===== config.mk =====
export PLATFORM = sky130hd
export DESIGN_NAME = nonpreemptive_priority_scheduler_core
export DESIGN_NICKNAME = d
export VERILOG_FILES = /design/src/rtl/core/nps_pkg.sv /design/src/rtl/core/nps_job_mem.sv /design/src/rtl/core/nps_select.sv /design/src/rtl/core/nonpreemptive_priority_scheduler_core.sv
export SDC_FILE = /design/constraint.sdc
export NUM_CORES = 1
export LEC_CHECK = 0
export BUFFER_PORTS_ARGS = -buffer_cell sky130_fd_sc_hd__buf_2
export CAP_MARGIN = 5
export CORE_MARGIN = 2
export CORE_UTILIZATION = 31
export CTS_CLUSTER_DIAMETER = 30
export DETAILED_ROUTE_END_ITERATION = 16
export PLACE_DENSITY = 0.47
export SYNTH_ARGS = -nofsm -noshare
export SYNTH_HDL_FRONTEND = slang
export SYNTH_HIERARCHICAL = 1
export SYNTH_SLANG_ARGS = --single-unit

===== constraint.sdc =====
create_clock -name clk -period 6.3 [get_ports clk]
set_clock_uncertainty 0.2 [all_clocks]
set_input_delay 0.63 -clock clk [delete_from_list [all_inputs] [get_ports clk]]
set_output_delay 0.63 -clock clk [all_outputs]
set_load 0.05 [all_outputs]

===== src/rtl/core/nps_pkg.sv =====
// ----------------------------------------------------------------------------
// nps_pkg
// Shared widths, the job entry layout and control types of the scheduler.
// ----------------------------------------------------------------------------
package nps_pkg;

    localparam int TABLE_DEPTH_DEF = 16;

    localparam int ARRIVAL_W = 32;
    localparam int PRIO_W    = 8;
    localparam int LEN_W     = 16;
    localparam int PENDING_W = 5;

    localparam logic [ARRIVAL_W-1:0] TICK_MAX = '1;

    localparam logic ACTION_ADD  = 1'b0;
    localparam logic ACTION_TICK = 1'b1;

    typedef struct packed {
        logic [ARRIVAL_W-1:0] arrival;
        logic [PRIO_W-1:0]    prio;
        logic [LEN_W-1:0]     len;
    } job_entry_t;

    typedef struct packed {
        logic clear;
        logic eval;
    } select_ctrl_t;

endpackage


===== src/rtl/core/nps_job_mem.sv =====
// ----------------------------------------------------------------------------
// nps_job_mem
// Job table storage: one write port and one registered read port.
// ----------------------------------------------------------------------------
module nps_job_mem
    import nps_pkg::*;
#(
    parameter int DEPTH = TABLE_DEPTH_DEF,
    parameter int IDX_W = $clog2(DEPTH)
)
(
    input  logic             clk,
    input  logic             wr_en,
    input  logic [IDX_W-1:0] wr_addr,
    input  job_entry_t       wr_data,
    input  logic [IDX_W-1:0] rd_addr,
    output job_entry_t       rd_data
);

    job_entry_t mem [DEPTH];

    always_ff @(posedge clk)
    begin
        if (wr_en)
        begin
            mem[wr_addr] <= wr_data;
        end
    end

    always_ff @(posedge clk)
    begin
        rd_data <= mem[rd_addr];
    end

endmodule


===== src/rtl/core/nps_select.sv =====
// ----------------------------------------------------------------------------
// nps_select
// Shared compare unit that keeps the best eligible job seen during a scan.
// ----------------------------------------------------------------------------
module nps_select
    import nps_pkg::*;
#(
    parameter int DEPTH = TABLE_DEPTH_DEF,
    parameter int IDX_W = $clog2(DEPTH)
)
(
    input  logic                 clk,
    input  logic                 rst_n,
    input  select_ctrl_t         ctrl,
    input  logic [IDX_W-1:0]     idx,
    input  job_entry_t           entry,
    input  logic [ARRIVAL_W-1:0] tick,
    output logic                 found,
    output logic [IDX_W-1:0]     best_idx,
    output job_entry_t           best
);

    logic             found_reg, found_next;
    logic [IDX_W-1:0] best_idx_reg, best_idx_next;
    job_entry_t       best_reg, best_next;
    logic             better;

    // Strict less-than keeps the earliest inserted job on a priority tie.
    assign better = (entry.arrival <= tick) && (!found_reg || (entry.prio < best_reg.prio));

    always_comb
    begin
        found_next    = found_reg;
        best_idx_next = best_idx_reg;
        best_next     = best_reg;
        if (ctrl.clear)
        begin
            found_next = 1'b0;
        end
        else if (ctrl.eval && better)
        begin
            found_next    = 1'b1;
            best_idx_next = idx;
            best_next     = entry;
        end
    end

    always_ff @(posedge clk or negedge rst_n)
    begin
        if (!rst_n)
        begin
            found_reg <= 1'b0;
        end
        else
        begin
            found_reg <= found_next;
        end
    end

    always_ff @(posedge clk)
    begin
        best_idx_reg <= best_idx_next;
        best_reg     <= best_next;
    end

    assign found    = found_reg;
    assign best_idx = best_idx_reg;
    assign best     = best_reg;

endmodule


===== src/rtl/core/nonpreemptive_priority_scheduler_core.sv =====
// ----------------------------------------------------------------------------
// nonpreemptive_priority_scheduler_core
// An add, or a tick with a job running or an empty table, goes straight to
// FINISH. A tick with the CPU idle and jobs pending scans the table in SCAN,
// compacts it in MOVE if a job is found, then goes to FINISH, which waits
// while a held result is stalled and then registers the result. One item at
// a time. Reset clears the job count, tick counter and countdown and sets idle.
// ----------------------------------------------------------------------------
module nonpreemptive_priority_scheduler_core
    import nps_pkg::*;
#(
    parameter int TABLE_DEPTH = TABLE_DEPTH_DEF
)
(
    input  logic                 clk,
    input  logic                 rst_n,

    input  logic                 item_valid,
    output logic                 item_stall,
    input  logic                 action,
    input  logic [ARRIVAL_W-1:0] arrival_tick,
    input  logic [PRIO_W-1:0]    job_priority,
    input  logic [LEN_W-1:0]     run_length,

    output logic                 result_valid,
    input  logic                 result_stall,
    output logic                 add_rejected,
    output logic                 dispatched,
    output logic [PRIO_W-1:0]    dispatched_priority,
    output logic [ARRIVAL_W-1:0] dispatched_arrival,
    output logic                 cpu_busy,
    output logic [LEN_W-1:0]     time_left,
    output logic [ARRIVAL_W-1:0] tick_now,
    output logic [PENDING_W-1:0] pending_jobs
);

    localparam int IDX_W = $clog2(TABLE_DEPTH);
    localparam int CNT_W = $clog2(TABLE_DEPTH + 1);
    localparam logic [CNT_W-1:0] DEPTH_CNT = CNT_W'(TABLE_DEPTH);

    localparam logic [1:0] ST_IDLE   = 2'd0;
    localparam logic [1:0] ST_SCAN   = 2'd1;
    localparam logic [1:0] ST_MOVE   = 2'd2;
    localparam logic [1:0] ST_FINISH = 2'd3;

    logic [1:0]           state_reg, state_next;
    logic [CNT_W-1:0]     count_reg, count_next;
    logic [ARRIVAL_W-1:0] tick_reg, tick_next;
    logic [LEN_W-1:0]     active_reg, active_next;
    logic                 idle_reg, idle_next;
    logic [CNT_W-1:0]     ptr_reg, ptr_next;
    logic                 lag_valid_reg, lag_valid_next;
    logic [IDX_W-1:0]     lag_idx_reg, lag_idx_next;
    logic                 op_tick_reg, op_tick_next;
    logic                 reject_reg, reject_next;
    logic                 run_reg, run_next;
    logic                 disp_reg, disp_next;

    logic                 result_valid_reg, result_valid_next;
    logic                 res_rej_reg, res_rej_next;
    logic                 res_disp_reg, res_disp_next;
    logic [PRIO_W-1:0]    res_prio_reg, res_prio_next;
    logic [ARRIVAL_W-1:0] res_arr_reg, res_arr_next;
    logic                 res_busy_reg, res_busy_next;
    logic [LEN_W-1:0]     res_left_reg, res_left_next;
    logic [ARRIVAL_W-1:0] res_tick_reg, res_tick_next;
    logic [PENDING_W-1:0] res_pend_reg, res_pend_next;

    logic                 accept;
    logic                 wr_en;
    logic [IDX_W-1:0]     wr_addr;
    job_entry_t           wr_data;
    logic [IDX_W-1:0]     rd_addr;
    job_entry_t           rd_data;

    select_ctrl_t         sel_ctrl;
    logic                 sel_found;
    logic [IDX_W-1:0]     sel_idx;
    job_entry_t           sel_best;

    assign item_stall = (state_reg != ST_IDLE);
    assign accept     = item_valid && !item_stall;

    nps_job_mem #(
        .DEPTH (TABLE_DEPTH),
        .IDX_W (IDX_W)
    ) u_mem (
        .clk     (clk),
        .wr_en   (wr_en),
        .wr_addr (wr_addr),
        .wr_data (wr_data),
        .rd_addr (rd_addr),
        .rd_data (rd_data)
    );

    nps_select #(
        .DEPTH (TABLE_DEPTH),
        .IDX_W (IDX_W)
    ) u_select (
        .clk      (clk),
        .rst_n    (rst_n),
        .ctrl     (sel_ctrl),
        .idx      (lag_idx_reg),
        .entry    (rd_data),
        .tick     (tick_reg),
        .found    (sel_found),
        .best_idx (sel_idx),
        .best     (sel_best)
    );

    always_comb
    begin
        logic [LEN_W-1:0]     act_n;
        logic                 idle_n;
        logic [ARRIVAL_W-1:0] tick_n;

        state_next        = state_reg;
        count_next        = count_reg;
        tick_next         = tick_reg;
        active_next       = active_reg;
        idle_next         = idle_reg;
        ptr_next          = ptr_reg;
        lag_valid_next    = 1'b0;
        lag_idx_next      = lag_idx_reg;
        op_tick_next      = op_tick_reg;
        reject_next       = reject_reg;
        run_next          = run_reg;
        disp_next         = disp_reg;

        result_valid_next = result_valid_reg && result_stall;
        res_rej_next      = res_rej_reg;
        res_disp_next     = res_disp_reg;
        res_prio_next     = res_prio_reg;
        res_arr_next      = res_arr_reg;
        res_busy_next     = res_busy_reg;
        res_left_next     = res_left_reg;
        res_tick_next     = res_tick_reg;
        res_pend_next     = res_pend_reg;

        wr_en             = 1'b0;
        wr_addr           = count_reg[IDX_W-1:0];
        wr_data.arrival   = arrival_tick;
        wr_data.prio      = job_priority;
        wr_data.len       = run_length;
        rd_addr           = ptr_reg[IDX_W-1:0];
        sel_ctrl.clear    = 1'b0;
        sel_ctrl.eval     = 1'b0;

        act_n             = active_reg;
        idle_n            = idle_reg;
        tick_n            = tick_reg;

        unique case (state_reg)
            ST_IDLE:
            begin
                if (accept)
                begin
                    op_tick_next = (action == ACTION_TICK);
                    reject_next  = 1'b0;
                    run_next     = 1'b0;
                    disp_next    = 1'b0;
                    state_next   = ST_FINISH;
                    if (action == ACTION_ADD)
                    begin
                        if (count_reg >= DEPTH_CNT)
                        begin
                            reject_next = 1'b1;
                        end
                        else
                        begin
                            wr_en      = 1'b1;
                            count_next = count_reg + CNT_W'(1);
                        end
                    end
                    else if (!idle_reg)
                    begin
                        run_next = 1'b1;
                    end
                    else if (count_reg != '0)
                    begin
                        sel_ctrl.clear = 1'b1;
                        ptr_next       = '0;
                        state_next     = ST_SCAN;
                    end
                end
            end

            ST_SCAN:
            begin
                // The read port is registered; lag_valid_reg and lag_idx_reg follow the read address into the compare.
                sel_ctrl.eval = lag_valid_reg;
                if (ptr_reg < count_reg)
                begin
                    ptr_next       = ptr_reg + CNT_W'(1);
                    lag_valid_next = 1'b1;
                    lag_idx_next   = ptr_reg[IDX_W-1:0];
                end
                else if (!lag_valid_reg)
                begin
                    if (sel_found)
                    begin
                        ptr_next   = CNT_W'(sel_idx) + CNT_W'(1);
                        state_next = ST_MOVE;
                    end
                    else
                    begin
                        state_next = ST_FINISH;
                    end
                end
            end

            ST_MOVE:
            begin
                // Each entry above the winner moves down one slot.
                if (lag_valid_reg)
                begin
                    wr_en   = 1'b1;
                    wr_addr = lag_idx_reg - IDX_W'(1);
                    wr_data = rd_data;
                end
                if (ptr_reg < count_reg)
                begin
                    ptr_next       = ptr_reg + CNT_W'(1);
                    lag_valid_next = 1'b1;
                    lag_idx_next   = ptr_reg[IDX_W-1:0];
                end
                else if (!lag_valid_reg)
                begin
                    count_next  = count_reg - CNT_W'(1);
                    active_next = sel_best.len;
                    run_next    = 1'b1;
                    disp_next   = 1'b1;
                    state_next  = ST_FINISH;
                end
            end

            ST_FINISH:
            begin
                if (!result_valid_reg || !result_stall)
                begin
                    if (op_tick_reg)
                    begin
                        if (run_reg)
                        begin
                            act_n  = (active_reg != '0) ? active_reg - LEN_W'(1) : '0;
                            idle_n = (act_n == '0);
                        end
                        tick_n = (tick_reg != TICK_MAX) ? tick_reg + ARRIVAL_W'(1) : tick_reg;
                    end
                    active_next       = act_n;
                    idle_next         = idle_n;
                    tick_next         = tick_n;
                    result_valid_next = 1'b1;
                    res_rej_next      = reject_reg;
                    res_disp_next     = disp_reg;
                    res_prio_next     = disp_reg ? sel_best.prio : '0;
                    res_arr_next      = disp_reg ? sel_best.arrival : '0;
                    res_busy_next     = !idle_n;
                    res_left_next     = act_n;
                    res_tick_next     = tick_n;
                    res_pend_next     = PENDING_W'(count_reg);
                    state_next        = ST_IDLE;
                end
            end

            default:
            begin
                state_next = ST_IDLE;
            end
        endcase
    end

    always_ff @(posedge clk or negedge rst_n)
    begin
        if (!rst_n)
        begin
            state_reg        <= ST_IDLE;
            count_reg        <= '0;
            tick_reg         <= '0;
            active_reg       <= '0;
            idle_reg         <= 1'b1;
            lag_valid_reg    <= 1'b0;
            result_valid_reg <= 1'b0;
        end
        else
        begin
            state_reg        <= state_next;
            count_reg        <= count_next;
            tick_reg         <= tick_next;
            active_reg       <= active_next;
            idle_reg         <= idle_next;
            lag_valid_reg    <= lag_valid_next;
            result_valid_reg <= result_valid_next;
        end
    end

    always_ff @(posedge clk)
    begin
        ptr_reg      <= ptr_next;
        lag_idx_reg  <= lag_idx_next;
        op_tick_reg  <= op_tick_next;
        reject_reg   <= reject_next;
        run_reg      <= run_next;
        disp_reg     <= disp_next;
        res_rej_reg  <= res_rej_next;
        res_disp_reg <= res_disp_next;
        res_prio_reg <= res_prio_next;
        res_arr_reg  <= res_arr_next;
        res_busy_reg <= res_busy_next;
        res_left_reg <= res_left_next;
        res_tick_reg <= res_tick_next;
        res_pend_reg <= res_pend_next;
    end

    assign result_valid        = result_valid_reg;
    assign add_rejected        = res_rej_reg;
    assign dispatched          = res_disp_reg;
    assign dispatched_priority = res_prio_reg;
    assign dispatched_arrival  = res_arr_reg;
    assign cpu_busy            = res_busy_reg;
    assign time_left           = res_left_reg;
    assign tick_now            = res_tick_reg;
    assign pending_jobs        = res_pend_reg;

endmodule


==> results.md, run 1 <==
- Internal power comes to 21.5 mW.
- TritonCTS built the clock tree.
- After clock tree synthesis, the clock-pin slew on the worst setup and hold paths is 40 ps.
- In this run the biggest area consumer among cell types represents 69.0% of the synthesized area.
- The library cell with the largest summed area after synthesis is sky130_fd_sc_hd__edfxtp_1.
- The maximum number of pins on one net before global-route repair is 123.
- The register with the most flip-flops in the layout has 896 of them.
- Along the worst path, the maximum fanout reaches 36.
- The switching part of the total power is 31.6%.
- Measured against the total synthesized area, the mux share comes to 12.6%.
- The synthesized flop and latch total is 1180.
- The count of vias placed by the detailed router is 24276.
- STA classifies the critical path endpoint as a register.
- The clock network latency to the later pin of the worst-skew pair is 820 ps.
- After synthesis, the cell types taking the most area are sky130_fd_sc_hd__edfxtp_1 (69%), sky130_fd_sc_hd__mux4_2 (11%), sky130_fd_sc_hd__dfrtp_1 (3.1%), sky130_fd_sc_hd__dfxtp_1 (2.4%), sky130_fd_sc_hd__a22oi_1 (1.8%).
- From bottom edge to top edge, the die measures 391 µm.
- The number of global-route vias before repair came to 25741.
- The largest buffer count on any clock path is 3.
- Synthesis produced a netlist with a net count of 2545.
- The weighted congestion reported at the end of routability-driven placement is 0.821.
- Setup violations remaining at the end of the flow were counted as 0.
- The number of setup buffers added after CTS is 0.
- The post-CTS resize count is 0.
- The number of ports placed on the die boundary is 159.
- In this run, the combinational gates consume 24.4% of the power.
- The share of the synthesized area in compound gates (AO/OA/AOI/OAI) is 3.74%.
- The first global-routing pass estimated 177 mm of wire.
- The die width is 391 µm.
- By area, the combinational part of the netlist is dominated by multiplexers.
- The sequential cell area fraction in the yosys report is 74.6%.
- Setup repair after global routing left no endpoint under its margin.
- For the pin with the worst max-slew slack, the measured transition is 1180 ps.
- Counting the buffers created by CTS gives 240.
- The number of instances in the synthesized netlist is 2428.
- The first detailed-routing pass ran for 5 iterations.
- The post-synth design cell area is 46300 µm².
- The number of hold buffers added after cts is 3.
- The detail-routed net length per standard cell is 24.5 µm.
- In this run the power density over the cells is 541 nW/µm².
- The total overflow reported by the global router is 0.
- The worst endpoint data arrival time is 4700 ps.
- The clock drives 1180 sinks.
- The net switching power of the design is 9.95 mW.
- The kind of start point of the critical path is a register.
- The placed instance area is 49600 µm².
- The via-per-instance ratio is 4.94.
- The count of max-cap constraint violations is 0.
- The routed design could run at a clock period as short as 4480 ps.
- The relative max-transition margin is 21.6%.
- After layout, the worst path uses 71.1% of the clock period.
- The final count of hold timing violations is 0.
- The XOR/XNOR share of the synthesized area is 1.32%.
- The die covers 153000 µm².
- The floorplan has 141 rows.
- In the final timing run, aggregate negative setup slack is 0 ps.
- The tree is rooted in a sky130_fd_sc_hd__clkbuf_16.
- The routed wire length is 120 mm.
- The H-tree generated during clock tree synthesis spans 4 levels.
- For this run, the total global-route usage over all layers was measured as 15.9%.
- Among all flip-flop cells after synthesis, the most frequent one is sky130_fd_sc_hd__edfxtp_1.
- The post-route DRC violation count is 0.
- In this run the standard cell core region covers 148000 µm².
- The violation count after the first detailed-route iteration is 1914.
- Port buffering added 158 buffers.
- The initial utilization of the core area, before any placement, comes to 31.3%.
- The number of enable-type register cells in the synthesized netlist is 1065.
- The number of antenna violations at the first check in global routing is 9.
- The count of pins over their slew limit is 0.
- The filler cells instantiated in the layout total 13244.
- The static leakage power is 19.9 nW.
- Static timing analysis puts the maximum clock frequency at 223 MHz.
- The simple-gate share of the synthesized area is 4.42%.
- Of the total power, registers draw 34.1%.
- STA puts the critical path data required time at 6520 ps.
- From synthesis to final layout, the design area changed by 25.5%.
- The ratio of cells with drive above 1 in the final layout is 31.8%.
- The type of the most critical hold path is in -> reg.
- The fraction of synthesis flops using an asynchronous set or reset pin is 5.00%.
- The detailed placer's ending HPWL is 73.4 mm.
- The run finished with clean final reports.
- Of the total synthesized cell area, the portion taken by full adders, half adders and majority gates is 1.53%.
- Across the VDD grid, the largest voltage drop is 0.421 mV.
- In this run the remaining antenna-violating nets after routing total 0.
- In this run, the clock network consumes 41.5% of the power.
- The critical path class is reg -> reg.
- After the last flow step, the layout net total stands at 2888.
- The mean cell area of the mapped netlist is 19.1 µm².
- The count of unique library cells instantiated by Yosys is 73.
- The summed area of non-filler cells in the final layout is 58200 µm².
- The count of synthesis-stage warnings from yosys is 6.
==> final cells by class <==
type / count / area (µm²) / share of cell area (%)
inverters: 65 / 246 / 0.424
clock buffers: 282 / 6310 / 10.8
diodes: 1 / 2.50 / 0.00430
well taps: 1930 / 2410 / 4.15
multi-input cells: 1074 / 11100 / 19.1
repair buffers: 210 / 1240 / 2.13
clock inverters: 177 / 2250 / 3.87
flip-flops and latches: 1180 / 34600 / 59.5
==> power by group through the flow <==
stage | Sequential, mW | Combinational, mW | Clock [mW]
after floorplan | 11.4 | 4.62 | 0
after global placement | 10.8 | 7.78 | 0
after detailed placement | 10.9 | 7.83 | 0
after CTS | 10.7 | 7.86 | 13.3
after global routing | 10.8 | 8.34 | 13.7
final | 10.7 | 7.68 | 13.1
==> kinds of logic (layout without fill, tap and decap cells) <==
| group | Yosys count | in the layout |
|---|---|---|
| AO/OA/AOI/OAI | 248 | 248 |
| XOR/XNOR | 70 | 70 |
| adder cells (fa/ha/maj) | 56 | 56 |
| buffers and inverters | 174 | 734 |
| flip-flops | 1180 | 1180 |
| multiplexers | 295 | 295 |
| other | 0 | 1 |
| AND/OR/NAND/NOR | 405 | 405 |
==> per-stage QoR <==
stage                     utilization (%)  std cells  hold WS [ps]  setup slack [ps]  power, mW
after CTS                            39.3       4918          7.74              1850       31.9
final                                39.3       4919          86.4              1820       31.5
after floorplan                         -       2428           134              1130       16.0
after global placement               33.5       4456           212              2010       18.6
after detailed placement             33.5       4456           210              1850       18.7
after global routing                 39.3       4918          74.3              1620       32.9
==> worst max-delay path, cell delays in order, from the launching register on <==
cell and delay, ps:
sky130_fd_sc_hd__dfrtp_1 420, sky130_fd_sc_hd__inv_1 100, sky130_fd_sc_hd__ha_1 270, sky130_fd_sc_hd__nand2_1 150, sky130_fd_sc_hd__inv_1 100, sky130_fd_sc_hd__nand3_1 90, sky130_fd_sc_hd__a21oi_1 100, sky130_fd_sc_hd__nand2b_2 330
sky130_fd_sc_hd__nor2_1 170, sky130_fd_sc_hd__o21ai_2 90, sky130_fd_sc_hd__o22ai_1 590, sky130_fd_sc_hd__nand4_1 330, sky130_fd_sc_hd__nand2_4 630, sky130_fd_sc_hd__buf_4 490
==> synth_stat cells, types with 15 or more instances <==
master,n
sky130_fd_sc_hd__nand2_1,124
sky130_fd_sc_hd__mux4_2,224
sky130_fd_sc_hd__ha_1,55
sky130_fd_sc_hd__nor2_1,79
sky130_fd_sc_hd__xnor2_1,34
sky130_fd_sc_hd__inv_1,63
sky130_fd_sc_hd__dfrtp_1,58
sky130_fd_sc_hd__buf_2,17
sky130_fd_sc_hd__nor3_1,35
sky130_fd_sc_hd__and2_1,45
sky130_fd_sc_hd__buf_6,15
sky130_fd_sc_hd__clkbuf_1,68
sky130_fd_sc_hd__a22oi_1,112
sky130_fd_sc_hd__edfxtp_1,1065
sky130_fd_sc_hd__mux2_2,64
sky130_fd_sc_hd__a21oi_1,30
sky130_fd_sc_hd__nand4_1,22
sky130_fd_sc_hd__o21ai_0,26
sky130_fd_sc_hd__nand3_1,39
sky130_fd_sc_hd__dfxtp_1,56
sky130_fd_sc_hd__xor2_1,36
==> routing by layer <==
metal / routed length [µm] / track usage [%] / vias up
met1: 53800 / 21.6 / 12771
li1: - / - / 10596
met2: 57200 / 25.1 / 747
met5: 0 / 0 / -
met3: 6810 / 3.76 / 162
met4: 2540 / 4.89 / 0
==> cells in the final DEF (no fill, tap or decap), drive strengths merged, types with 25 or more instances in the layout <==
cell,instances
o21ai,32
nor2,79
dfrtp,58
xnor2,34
nand2,126
clkinvlp,25
ha,55
bufinv,40
a21oi,31
clkinv,82
buf,207
mux4,224
xor2,36
nor3,36
inv,95
clkbuf,282
a22oi,112
edfxtp,1065
mux2,64
nand3,40
and2,45
dfxtp,56
==> path summary, 6_finish.rpt <==
path / from / end / slack [ps] / cells after the start
worst max-delay path: state_reg[0] / u_select/best[1] / 1820 / 13
worst min-delay path: item_valid / reject_reg / 90 / 3
worst max register to register: state_reg[0] / u_select/best[1] / 1820 / 13
worst min register to register: reject_reg / add_rejected / 220 / 0
max in group asynchronous: rst_n / tick_reg[5] / 4840 / 3
min in group asynchronous: rst_n / lag_valid_reg / 350 / 3
Note: power is estimated with default switching activity, not from simulation.
==> inputs of run 2 (changes only) <==
Clock period 6.3 ns to 3.99 ns, I/O delays scaled along.
==> run 2 against run 1 <==
  * Power up 55%
  * Non-clock buffer count up 76
  * Clock power up 49%
  * Flip-flop and latch count unchanged
  * Combinational power up 61%
==> results.md, run 2 (same netlist as run 1, synthesis figures left out) <==
- The total clock buffers created by CTS is 233.
- The total global routing track utilization is 16.1%.
- The switching part of the total power is 32.1%.
- Clock-pin slew was measured on the worst setup and hold paths at 50 ps.
- The finished cells cover 58800 µm².
- The number of global-route vias before repair came to 26319.
- The die outline height is 391 µm.
- The multi-input combinational cell area is 11100 µm².
- The total overflow left after global routing is 0.
- After detailed routing, the total wire length is 122 mm.
- The H-tree generated during clock tree synthesis spans 4 levels.
- The number of endpoints failing setup at the final stage is 0.
- The area growth from synthesis to layout is 26.9%.
- Measured against its own limit, the worst slew margin works out to 25.9%.
- In this run the power density over the cells is 829 nW/µm².
- Of the total power, combinational logic draws 25.4%.
- The largest buffer count on any clock path is 3.
- For this run, the post-layout net count is 2957.
- The wire length on met2 is 59.1 mm.
- Detailed routing placed a total of 6.35 mm of wire on met3.
- The full die area is 153000 µm².
- Setup repair after global routing left no endpoint under its margin.
- The standard-cell row count is 141.
- The clock period minus worst slack is 3620 ps.
- The clock sink count is 1180.
- The setup path with the least slack is of type reg -> reg.
- Dividing the detail-routed via count by the number of cells gives 4.98.
- In this run the static leakage power is 20.0 nW.
- The die width is 391 µm.
- The number of antenna violations at the first check in global routing is 5.
- The fraction of power consumed by sequential logic is 34.6%.
- The detailed placer's ending HPWL is 72.9 mm.
- The routed layout has 24792 vias.
- The number of setup buffers added after CTS is 0.
- The pre-CTS worst setup slack is 384 ps.
- The filler cell count in the final layout is 13263.
- The violation count after the first detailed-route iteration is 2108.
- The element type at the critical path end is a register.
- The clock share of power is 40.0%.
- Excluding fillers, the count of instances in the completed layout stands at 4980.
- Input and output buffers added on the ports amount to 158.
- Along the worst hold path, the cell count comes to 2.
- The kind of start point of the critical path is a register.
- At the pin with the least slew margin, the transition time is 1110 ps.
- Once detail routing completed, the nets flagged for antenna violations numbered 0.
- The count of max-cap constraint violations is 0.
- The maximum fanout encountered on the critical timing path is 7.
- The worst register-to-register path has a depth of 7.
- The most frequent standard cell in the layout excluding fill and tap cells is sky130_fd_sc_hd__edfxtp_1.
- The placeable core area is 148000 µm².
- The first-pass GRT wire length is 180 mm.
- The overall power is 48.7 mW.
- Clock tree synthesis selected as its root buffer the cell sky130_fd_sc_hd__clkbuf_16.
- Across the VDD grid, the largest voltage drop is 0.486 mV.
- The placed instance area is 50300 µm².
- At the later pin of the worst-skew pair, clock insertion delay measures 830 ps.
- The startpoint identified for the worst register-to-register timing path is state_reg[0].
- The number of cells after detailed placement is 4492.
- The ratio of cells with drive above 1 in the final layout is 31.5%.
- The path class of the tightest hold or removal check is in -> reg.
- The number of antenna repair diodes is 0.
- The number of ports placed on the die boundary is 159.
- At the worst endpoint, the required time is 4300 ps.
- The congestion estimate from routability-driven global placement came to 0.832.
- In the layout the commonest cells are sky130_fd_sc_hd__edfxtp_1 (1065), sky130_fd_sc_hd__clkbuf_16 (233), sky130_fd_sc_hd__mux4_2 (224).
- The register with the most flip-flops in the layout has 896 of them.
- The final count of hold timing violations came to 0.
- The setup slack of the worst register-to-register path is 370 ps.
- The analysis attributes to net switching a power of 15.6 mW.
- Setup slack on the critical path of the routed design comes to 374 ps.
- Signal routing reaches up to met4.
- The final critical-path share of the clock period is 90.6%.
- The post-route DRC violation count is 0.
- Cells fill 39.7% of the core in the end.
- TritonCTS built the clock tree.
- The source of the worst hold timing path is arrival_tick[17].
- The storage element area is 34600 µm².
- The maximum number of pins on one net before global-route repair is 122.
- The detail-routed net length per standard cell is 24.6 µm.
- The total internal power is 33.1 mW.
- On the final layout, the worst hold slack is 52.7 ps.
- The worst endpoint data arrival time is 3920 ps.
- The first detailed-routing pass ran for 7 iterations.
- The run finished with clean final reports.
- The detailed router put a total of 54.4 mm of wire on met1.
- The setup total negative slack is 0 ps.
- The most critical setup path has its startpoint at state_reg[0].
- The count of pins over their slew limit is 0.
- Once the floorplan was initialized, standard cells occupied 31.3% of the core.
- Timing would allow up to 277 MHz.
-- run 2: what timing repair did --
action                                 CTS  global route
resized for setup                        0             0
endpoints found under the hold margin  612             0
setup endpoints to repair                0             0
hold buffers                            43             0
-- run 2: critical path, cell delays in order, from the launching register on --
cell,delay (ps)
sky130_fd_sc_hd__dfrtp_1,420
sky130_fd_sc_hd__inv_1,110
sky130_fd_sc_hd__ha_1,220
sky130_fd_sc_hd__nand2_1,130
sky130_fd_sc_hd__o31ai_1,530
sky130_fd_sc_hd__nand3b_1,460
sky130_fd_sc_hd__nor3_4,930
sky130_fd_sc_hd__buf_4,310
-- run 2: final cells by class --
class	count	area share, %
repair buffers	286	3.97
multi-input cells	1074	18.9
clock buffers	275	10.3
flip-flops and latches	1180	58.8
clock inverters	170	3.46
inverters	65	0.419
well taps	1930	4.11
-- run 2: final timing paths --
path | to
max | u_mem/mem[4][1]
min reg2reg | u_select/best[7]
max in group asynchronous | tick_reg[10]
max reg2reg | u_mem/mem[4][1]
min in group asynchronous | active_reg[11]
min | u_mem/mem[1][41]
-- run 2: layer usage --
layer / global-route usage (%) / vias to the layer above
met5: 0 / -
met4: 5.10 / 0
met3: 2.87 / 180
met2: 26.0 / 767
met1: 22.0 / 13133
li1: - / 10712
-- run 2: power by group through the flow --
stage	logic (mW)	registers, mW	clock network [mW]
4_1_cts	12.6	16.9	19.8
3_5_place_dp	12.5	17.1	0
2_1_floorplan	7.33	18.0	0
6_report	12.4	16.9	19.5
3_3_place_gp	12.4	17.1	0
5_1_grt	13.4	17.0	20.5
